===== src/psit_pkg.sv =====
// Package for the point-in-support-triangles unit.
// Holds widths, request codes, state and step encodings and the controller/datapath
// command and status structs; no dependencies.
package psit_pkg;

    localparam int MAX_VERTICES = 16;
    localparam int IDX_W        = $clog2(MAX_VERTICES);
    localparam int CNT_W        = $clog2(MAX_VERTICES + 1);
    localparam int CMP_W        = CNT_W + 1;

    localparam int CRD_W  = 32;
    localparam int VTX_W  = 3 * CRD_W;
    localparam int DIF_W  = CRD_W + 1;
    localparam int LIMB_W = 23;
    localparam int LIMBS  = 3;
    localparam int OPD_W  = LIMB_W * LIMBS;
    localparam int LSEL_W = $clog2(LIMBS);
    localparam int WIDE_W = 140;

    localparam logic [1:0] REQ_CLEAR = 2'd0;
    localparam logic [1:0] REQ_ADD   = 2'd1;
    localparam logic [1:0] REQ_QUERY = 2'd2;

    typedef enum logic [3:0] {
        ST_IDLE,
        ST_START,
        ST_RD0,
        ST_RD1,
        ST_RD2,
        ST_RD3,
        ST_DIFF,
        ST_MSTART,
        ST_MWAIT,
        ST_MWB,
        ST_SUM,
        ST_DECIDE,
        ST_FINISH
    } state_t;

    typedef enum logic [4:0] {
        MS_AA0, MS_AA1, MS_AA2,
        MS_BB0, MS_BB1, MS_BB2,
        MS_AB0, MS_AB1, MS_AB2,
        MS_PA0, MS_PA1, MS_PA2,
        MS_PB0, MS_PB1, MS_PB2,
        MS_DEN0, MS_DEN1,
        MS_SN0, MS_SN1,
        MS_TN0, MS_TN1
    } step_t;

    typedef struct packed {
        logic             clear;
        logic             add;
        logic             cap_q;
        logic [IDX_W-1:0] rd_addr;
        logic             cap_a;
        logic             cap_b;
        logic             cap_c;
        logic             diff;
        logic             mul_start;
        logic             mul_wb;
        step_t            step;
        logic             sum;
    } cmd_t;

    typedef struct packed {
        logic [CNT_W-1:0] count;
        logic             ovf;
        logic             mul_done;
        logic             hit;
    } st_t;

endpackage


===== src/psit_ctrl.sv =====
// Controller: stream handshakes, result register, triangle walk and multiply sequencing.
// Depends on psit_pkg.
module psit_ctrl (
    input  logic           clk,
    input  logic           rst_n,
    input  logic           in_valid,
    input  logic [1:0]     in_kind,
    output logic           in_ready,
    output logic           out_valid,
    input  logic           out_ready,
    output logic [7:0]     out_data,
    output psit_pkg::cmd_t cmd,
    input  psit_pkg::st_t  st
);
    import psit_pkg::*;

    state_t           state_reg, state_next;
    step_t            step_reg, step_next;
    logic [IDX_W-1:0] l_reg, l_next, m_reg, m_next, n_reg, n_next;
    logic             inside_reg, inside_next;
    logic             ov_reg, ov_next, oin_reg, oin_next, oovf_reg, oovf_next;
    logic             accept, more, n_ok, m_ok;

    assign in_ready = (state_reg == ST_IDLE) && (!ov_reg || out_ready);
    assign accept   = in_valid && in_ready;
    assign n_ok     = CMP_W'(n_reg) + CMP_W'(1) < CMP_W'(st.count);
    assign m_ok     = CMP_W'(m_reg) + CMP_W'(2) < CMP_W'(st.count);
    assign more     = n_ok || m_ok || (CMP_W'(l_reg) + CMP_W'(3) < CMP_W'(st.count));

    always_comb
    begin
        state_next = state_reg;
        unique case (state_reg)
            ST_IDLE:   if (accept && in_kind == REQ_QUERY) state_next = ST_START;
            ST_START:  state_next = (st.count < CNT_W'(3)) ? ST_FINISH : ST_RD0;
            ST_RD0:    state_next = ST_RD1;
            ST_RD1:    state_next = ST_RD2;
            ST_RD2:    state_next = ST_RD3;
            ST_RD3:    state_next = ST_DIFF;
            ST_DIFF:   state_next = ST_MSTART;
            ST_MSTART: state_next = ST_MWAIT;
            ST_MWAIT:  if (st.mul_done) state_next = ST_MWB;
            ST_MWB:    state_next = (step_reg == MS_TN1) ? ST_SUM : ST_MSTART;
            ST_SUM:    state_next = ST_DECIDE;
            ST_DECIDE: state_next = (st.hit || !more) ? ST_FINISH : ST_RD0;
            ST_FINISH: state_next = ST_IDLE;
            default:   state_next = ST_IDLE;
        endcase
    end

    always_comb
    begin
        cmd         = '0;
        cmd.step    = step_reg;
        cmd.rd_addr = l_reg;
        step_next   = step_reg;
        l_next      = l_reg;
        m_next      = m_reg;
        n_next      = n_reg;
        inside_next = inside_reg;
        ov_next     = ov_reg && !out_ready;
        oin_next    = oin_reg;
        oovf_next   = oovf_reg;
        unique case (state_reg)
            ST_IDLE:
            begin
                cmd.clear = accept && in_kind == REQ_CLEAR;
                cmd.add   = accept && in_kind == REQ_ADD;
                cmd.cap_q = accept && in_kind == REQ_QUERY;
            end
            ST_START:
            begin
                l_next      = IDX_W'(0);
                m_next      = IDX_W'(1);
                n_next      = IDX_W'(2);
                inside_next = 1'b0;
            end
            ST_RD0: cmd.rd_addr = l_reg;
            ST_RD1:
            begin
                cmd.rd_addr = m_reg;
                cmd.cap_a   = 1'b1;
            end
            ST_RD2:
            begin
                cmd.rd_addr = n_reg;
                cmd.cap_b   = 1'b1;
            end
            ST_RD3: cmd.cap_c = 1'b1;
            ST_DIFF:
            begin
                cmd.diff  = 1'b1;
                step_next = MS_AA0;
            end
            ST_MSTART: cmd.mul_start = 1'b1;
            ST_MWAIT:  ;
            ST_MWB:
            begin
                cmd.mul_wb = 1'b1;
                if (step_reg != MS_TN1) step_next = step_t'(step_reg + 1'b1);
            end
            ST_SUM: cmd.sum = 1'b1;
            ST_DECIDE:
            begin
                priority if (st.hit)
                begin
                    inside_next = 1'b1;
                end
                else if (n_ok)
                begin
                    n_next = n_reg + 1'b1;
                end
                else if (m_ok)
                begin
                    m_next = m_reg + 1'b1;
                    n_next = m_reg + IDX_W'(2);
                end
                else
                begin
                    l_next = l_reg + 1'b1;
                    m_next = l_reg + IDX_W'(2);
                    n_next = l_reg + IDX_W'(3);
                end
            end
            ST_FINISH:
            begin
                ov_next   = 1'b1;
                oin_next  = inside_reg;
                oovf_next = st.ovf;
            end
            default: ;
        endcase
    end

    always_ff @(posedge clk or negedge rst_n)
    begin
        if (!rst_n)
        begin
            state_reg  <= ST_IDLE;
            step_reg   <= MS_AA0;
            l_reg      <= '0;
            m_reg      <= '0;
            n_reg      <= '0;
            inside_reg <= 1'b0;
            ov_reg     <= 1'b0;
            oin_reg    <= 1'b0;
            oovf_reg   <= 1'b0;
        end
        else
        begin
            state_reg  <= state_next;
            step_reg   <= step_next;
            l_reg      <= l_next;
            m_reg      <= m_next;
            n_reg      <= n_next;
            inside_reg <= inside_next;
            ov_reg     <= ov_next;
            oin_reg    <= oin_next;
            oovf_reg   <= oovf_next;
        end
    end

    assign out_valid = ov_reg;
    assign out_data  = {6'b0, oovf_reg, oin_reg};

endmodule


===== config.mk =====
export PLATFORM = sky130hd
export DESIGN_NAME = psit_ctrl
export DESIGN_NICKNAME = d
export VERILOG_FILES = /design/src/psit_pkg.sv /design/src/psit_ctrl.sv
export SDC_FILE = /design/constraint.sdc
export NUM_CORES = 1
export LEC_CHECK = 0
export ABC_AREA = 0
export BUFFER_PORTS_ARGS = -buffer_cell sky130_fd_sc_hd__buf_2
export CAP_MARGIN = 10
export CORE_MARGIN = 5
export CORE_UTILIZATION = 40
export CTS_BUF_LIST = sky130_fd_sc_hd__clkbuf_4 sky130_fd_sc_hd__clkbuf_8
export DETAILED_ROUTE_END_ITERATION = 16
export PLACE_DENSITY_LB_ADDON = 0.2
export SETUP_SLACK_MARGIN = 0.1
export SLEW_MARGIN = 20
export SYNTH_ARGS = -nofsm -noshare
export SYNTH_HDL_FRONTEND = slang
export SYNTH_SLANG_ARGS = --single-unit

===== constraint.sdc =====
create_clock -name clk -period 3.2 [get_ports clk]
set_input_delay 0.48 -clock clk [delete_from_list [all_inputs] [get_ports clk]]
set_output_delay 0.48 -clock clk [all_outputs]
set_load 0.01 [all_outputs]

==> results of run 1 <==
-- critical path, delay by kind of cell (launching register included) --
kind | cells | cell delay (ns)
buf+inv | 1 | 0.14
flops | 1 | 0.60
simple gates | 5 | 1.08
-- cell usage in the layout, fill, tap and decap left out, types with 3 or more instances in the layout --
cell type / count
a22oi_1: 6
conb_1: 6
mux2i_1: 8
nand2b_1: 6
nand3_1: 7
nand2_1: 25
o21a_1: 4
xor2_1: 5
dfrtp_1: 25
a31oi_1: 5
o21ai_0: 9
ha_1: 21
xnor2_1: 3
and3_1: 4
nor3_1: 6
nor2b_1: 3
a21oi_1: 11
inv_1: 16
a22o_1: 3
clkbuf_8: 3
nor2_1: 17
buf_2: 36
nand4_1: 3
mux2_2: 5
a21o_1: 4
-- power groups by stage --
stage	registers (mW)	logic (mW)	clock network, mW
final	0.514	0.689	0.206
after global routing	0.526	0.774	0.223
after CTS	0.510	0.695	0.209
after detailed placement	0.515	0.692	0
after global placement	0.514	0.686	0
after floorplan	0.439	0.578	0
-- layer usage --
| layer | GRT usage, % | part of all wire [%] | vias up |
|---|---|---|---|
| li1 | - | - | 909 |
| met1 | 24.13 | 49 | 888 |
| met2 | 26.76 | 47 | 35 |
| met3 | 1.302 | 3.0 | 5 |
| met4 | 4.983 | 1.2 | 0 |
| met5 | 0 | 0 | - |
-- cell type report --
class / instances / area (µm²) / area share [%]
inverters: 17 / 63.81 / 2.739
repair buffers: 38 / 195.2 / 8.378
well taps: 70 / 87.58 / 3.759
clock buffers: 4 / 48.80 / 2.095
multi-input cells: 189 / 1309 / 56.18
flip-flops and latches: 25 / 625.6 / 26.85
-- cell families after synthesis --
family	share of synthesized area [%]
flip-flops	29.92
AND/OR/NAND/NOR	21.13
XOR/XNOR	3.351
buffers and inverters	8.378
other	0.1794
AO/OA/AOI/OAI	17.95
multiplexers	6.523
adder cells (fa/ha/maj)	12.57
-- worst max-delay path by stage --
stage / to
floorplan: l_reg[0]
global placement: m_reg[2]
detailed placement: m_reg[2]
CTS: cmd[13]
global route: cmd[14]
finish: cmd[12]
-- metrics by stage --
step                hold WS, ns  setup WS (ns)  area, µm²
detailed placement       0.4931         0.7572       2281
CTS                      0.2185         0.6642       2330
global route             0.2368         0.4577       2330
finish                   0.1948         0.6337       2330
floorplan                0.1844         0.9834       2110
global placement         0.4904         0.8280       2281
==> results.md, run 1 <==
* Ports at 43
* Row Count at 26
* Core Box Area at 0.005107 mm²
* Cell area after synthesis at 0.002091 mm²
* Critical-path cell list: nand2_1 -> nor3_1 -> nor2_1 -> nand2_1 -> nand2_1 -> buf_2
* Slew @ Worst Pin at 0.7276 ns
* Synthesized flop and latch total at 25
* Clock latency on the worst-skew pair at 0.27 ns
* Arrival time at the worst endpoint at 2.09 ns
* Yosys Warn Count at 0
* P_leak at 1.185 nW
* Endpoint class of the critical path: output pin
* Int Power at 764.0 µW
* Synth async-reset ratio at 100.0%
* Post-synthesis cell type count at 49
* Die area at 0.006772 mm²
* IR Drop Worst-Case VDD at 0.0002941 V
* Die Ht at 82.30 µm
* Via count at 1837
* Register-to-Register Path Depth at 8
* Clk sink count at 25
* NetSw at 645.2 µW
* Top FF cell, synth: dfrtp_1
* Crit path launch: state_reg[1]
* Setup repair bufs after CTS at 0
* Htree depth at 1
* Routed len/inst at 15.48 µm
* Setup TNS at 0 ns
* N_diodes at 0
* Top post-synthesis cells by count: 25 x dfrtp_1, 25 x nand2_1, 21 x ha_1
* Detailed Routing Iterations Pass 1 at 4
* Avg Vias per Cell at 5.356
* Share of cells above drive strength 1 at 20.15%
* Vias in the first global route at 1699
* R2R setup slack at 0.71 ns
* Synth area leaders: dfrtp_1 30%, ha_1 13%, nand2_1 4.5%, buf_4 3.9%, mux2i_1 3.8%
* Slew HR at 51.12%
* Dpl hpwl at 4.189 mm
* Clock buffer depth at 2
* Worst R2R End: m_reg[2]
* Max Cap Viol at 0
* Clk_skew at 0.002713 ns
* Placed cells at 339
* Worst path max stage delay at 0.60 ns
* Fmax at 0.3897 GHz
* Pwr Total at 1.409 mW
* Post-route clock period utilization at 80.20%
* Syn Inst Count at 243
* Initial antenna violation count at 0
* Slew Viols, Final at 0
* Sw Ratio at 45.78%
* EDFF count, synth at 0
* Clock Tree Root: clkbuf_8
* Area leader, netlist: dfrtp_1
* Slowest CP cell: dfrtp_1
* Max FFs per register at 5
* Post-route DRC at 0
* Mean post-synth cell area at 8.604 µm²
* CTS Hold Bufs at 0
* Fin util at 45.61%
* Kind of critical path: reg2out
* Area delta synth->final at 11.43%
* Post-synth top area share at 29.92%
* CTS resizes at 0
* 1st-iter DRT viols at 117
* Period minus WS final at 2.566 ns
* PD cells at 604.8 mW/mm²
* Worst-path maximum fanout at 13
* Seq pwr share at 36.5%
* RSZ-0062 raised after global routing: false
* CTS tree: yes
* Cts bufs inserted at 3
* Worst EP required at 2.72 ns
* First-pass GRT wire length at 8.700 mm
* GRT Overall Usage at 16.80%
* HP Class: in2async
* GRT Residual Overflow at 0
* Worst setup SP type: register
* Status: completed
* Placer Congestion at 0.8246
* WL final at 5.308 mm
* Sequential-to-total area share from yosys stat at 29.92%
* Final Hold Violating Endpoints at 0
* Fillers at 531
* Finished Layout Cells at 343
* DRT antenna net count at 0
* Final setup fails at 0
* NumNets Final at 309
* CP dominant cell by count: nand2_1
* Clk pwr share at 14.6%
* Die X at 82.30 µm
* Logic pwr share at 48.9%
* Largest net degree at the start of global routing at 26
* Starting Density at 40.94%
* Clk slew on worst S/H paths at 0.09 ns
* I/O Buffers at 36
* FF-to-FF Start: n_reg[0]
Note: power is estimated with default switching activity, not from simulation.
==> inputs of run 2 (changes only) <==
Settings changed: ABC_AREA 0 to 1.
Clock period 3.2 ns to 2.55 ns, I/O delays scaled along.
==> run 2 against run 1 <==
  * Non-clock buffer count fell by 1
  * Critical endpoint is now l_reg[2]
  * Global-route usage shrank 2.1 points
  * Hold slack worse by 0.091 ns
  * Count of clock-buffer cells in the layout stayed put
  * Via count up 14%
  * First-iteration DRC count decreased by 28%
  * Highest routed layer unchanged
  * Sequential power is 26% higher
  * Critical path depth increased by 7
  * Sequential share of layout area shrank 1.7 points
  * Worst setup slack lost 0.28 ns
==> results.md, run 2 <==
* Kind of critical path: reg2reg
* Share of cells above drive strength 1 at 16.90%
* Initial antenna violation count at 0
* Vias in the first global route at 1962
* Synth async-reset ratio at 100.0%
* Setup repair bufs after CTS at 0
* Starting Density at 40.86%
* Most frequent cells in the layout: 98 x nand2_1, 45 x inv_1, 36 x buf_2
* Setup TNS at 0 ns
* GRT Residual Overflow at 0
* Row Count at 27
* Placer Congestion at 0.8659
* Synthesized flop and latch total at 25
* Clock Tree Root: clkbuf_8
* I/O Buffers at 36
* Via count at 2093
* Max FFs per register at 5
* Dpl hpwl at 4.390 mm
* Post-route DRC at 0
* Clk sink count at 25
* Post-synthesis cell type count at 32
* N_diodes at 0
* Arrival time at the worst endpoint at 2.41 ns
* Period minus WS final at 2.201 ns
* Ports at 43
* Area delta synth->final at 11.71%
* Clock latency on the worst-skew pair at 0.27 ns
* Logic pwr share at 55.2%
* Die X at 84.54 µm
* 1st-iter DRT viols at 84
* Syn Inst Count at 327
* Status: completed
* Sequential-to-total area share from yosys stat at 28.15%
* Largest net degree at the start of global routing at 26
* Int Power at 1.023 mW
* Yosys Warn Count at 0
* Worst setup SP type: register
* WL final at 5.315 mm
* Slew Viols, Final at 0
* DRT antenna net count at 0
* PD cells at 798.9 mW/mm²
* Htree depth at 1
* Mean post-synth cell area at 6.796 µm²
* Avg Vias per Cell at 4.834
* NetSw at 960.5 µW
* Final Hold Violating Endpoints at 0
* Slew HR at 61.64%
* Synth area leaders: dfrtp_1 28%, nand2_1 17%, ha_1 12%, inv_1 7.6%, nor2_1 5.4%
* Cell area after synthesis at 0.002222 mm²
* Most common cell after layout, fill and taps aside: nand2_1
* Sw Ratio at 48.43%
* Top post-synthesis cells by count: 98 x nand2_1, 45 x inv_1, 32 x nor2_1
* Seq pwr share at 32.6%
* P_leak at 1.400 nW
* Area of placed instances at 0.002429 mm²
* Final setup fails at 0
* Core Box Area at 0.005439 mm²
* Post-synth top area share at 28.15%
* NumNets Final at 397
* IR Drop Worst-Case VDD at 0.0002894 V
* First-pass GRT wire length at 8.756 mm
* Post-route clock period utilization at 86.33%
* EDFF count, synth at 0
* GRT Overall Usage at 14.73%
* Worst EP required at 2.76 ns
* Clock buffer depth at 2
* Detailed Routing Iterations Pass 1 at 4
* Routed len/inst at 12.27 µm
* Final instance area at 0.002482 mm²
* CTS tree: yes
* Slew @ Worst Pin at 0.5754 ns
* Worst-path maximum fanout at 12
* Cts bufs inserted at 3
* Area leader, netlist: dfrtp_1
* Die Ht at 84.54 µm
* HP Class: in2async
* Max Cap Viol at 0
* RSZ-0062 raised after global routing: false
* Clk pwr share at 12.2%
* Fmax at 0.4543 GHz
* Top FF cell, synth: dfrtp_1
* Die area at 0.007146 mm²
* Endpoint class of the critical path: register
* Cell with the most instances after synthesis: nand2_1
* Fillers at 611
* R2R setup slack at 0.35 ns
* Clk slew on worst S/H paths at 0.08 ns
* Clk_skew at 0.004564 ns
[run 2: what timing repair did]
| action | in CTS | in global routing |
|---|---|---|
| endpoints found under the setup margin | 0 | 13 |
| hold buffers | 0 | 0 |
| hold endpoints to repair | 0 | 0 |
| gates resized for setup | 0 | 1 |
[run 2: stage by stage]
stage	setup WS (ns)	util, %	hold slack (ns)	total power [mW]	std cells
2_1_floorplan	0.6165	-	0.08691	1.468	332
3_3_place_gp	0.3543	44.65	0.4141	1.749	429
4_1_cts	0.2312	45.55	0.1241	1.999	433
6_report	0.3487	45.64	0.1041	1.983	433
3_5_place_dp	0.2383	44.65	0.4175	1.751	429
5_1_grt	0.1389	45.64	0.1429	2.185	433
[run 2: cell type report]
class	instances	area (µm²)	area share [%]
Sequential cell	25	625.6	25.20
Tap cell	72	90.09	3.629
Clock buffer	4	48.80	1.966
Timing Repair Buffer	37	187.7	7.560
Multi-Input combinational cell	247	1348	54.28
Inverter	48	182.7	7.359
[run 2: path summary, 6_finish.rpt]
kind | to | from | depth (start not counted)
max reg2reg | l_reg[2] | m_reg[1] | 13
max in group asynchronous | step_reg[3] | rst_n | 1
min | state_reg[0] | rst_n | 1
min in group clk | oovf_reg | st[2] | 2
max | l_reg[2] | m_reg[1] | 13
min reg2reg | oin_reg | oin_reg | 2
[run 2: routing by layer]
metal | vias up | track usage [%] | part of all wire (%)
li1 | 1096 | - | -
met1 | 959 | 18.73 | 47
met2 | 32 | 25.91 | 49
met3 | 6 | 2.944 | 3.2
met4 | 0 | 2.878 | 1.3
met5 | - | 0 | 0
[run 2: power groups by stage]
stage               Clock, mW  Sequential, mW  Combinational, mW
global route            0.269           0.667               1.25
finish                  0.242           0.647               1.09
detailed placement          0           0.656               1.09
CTS                     0.252           0.647               1.10
floorplan                   0           0.620              0.847
global placement            0           0.655               1.09
[run 2: critical path: stages (launching register included)]
cell and delay (ns):
dfrtp_1 0.42, ha_1 0.24, inv_1 0.07, nand2_1 0.05
nand2_1 0.08, inv_1 0.05, ha_1 0.17, a21oi_1 0.32
nand3_2 0.27, nand2_1 0.14, nand2_2 0.09, nand2_2 0.12
nand2_1 0.05, nand2_1 0.06
[run 2: logic make-up after synthesis]
kind of cell	synth area share [%]
AND/OR/NAND/NOR	37.22
adder cells (fa/ha/maj)	11.82
AO/OA/AOI/OAI	6.701
buffers and inverters	12.27
multiplexers	0.5067
other	0.1688
flip-flops	28.15
XOR/XNOR	3.153
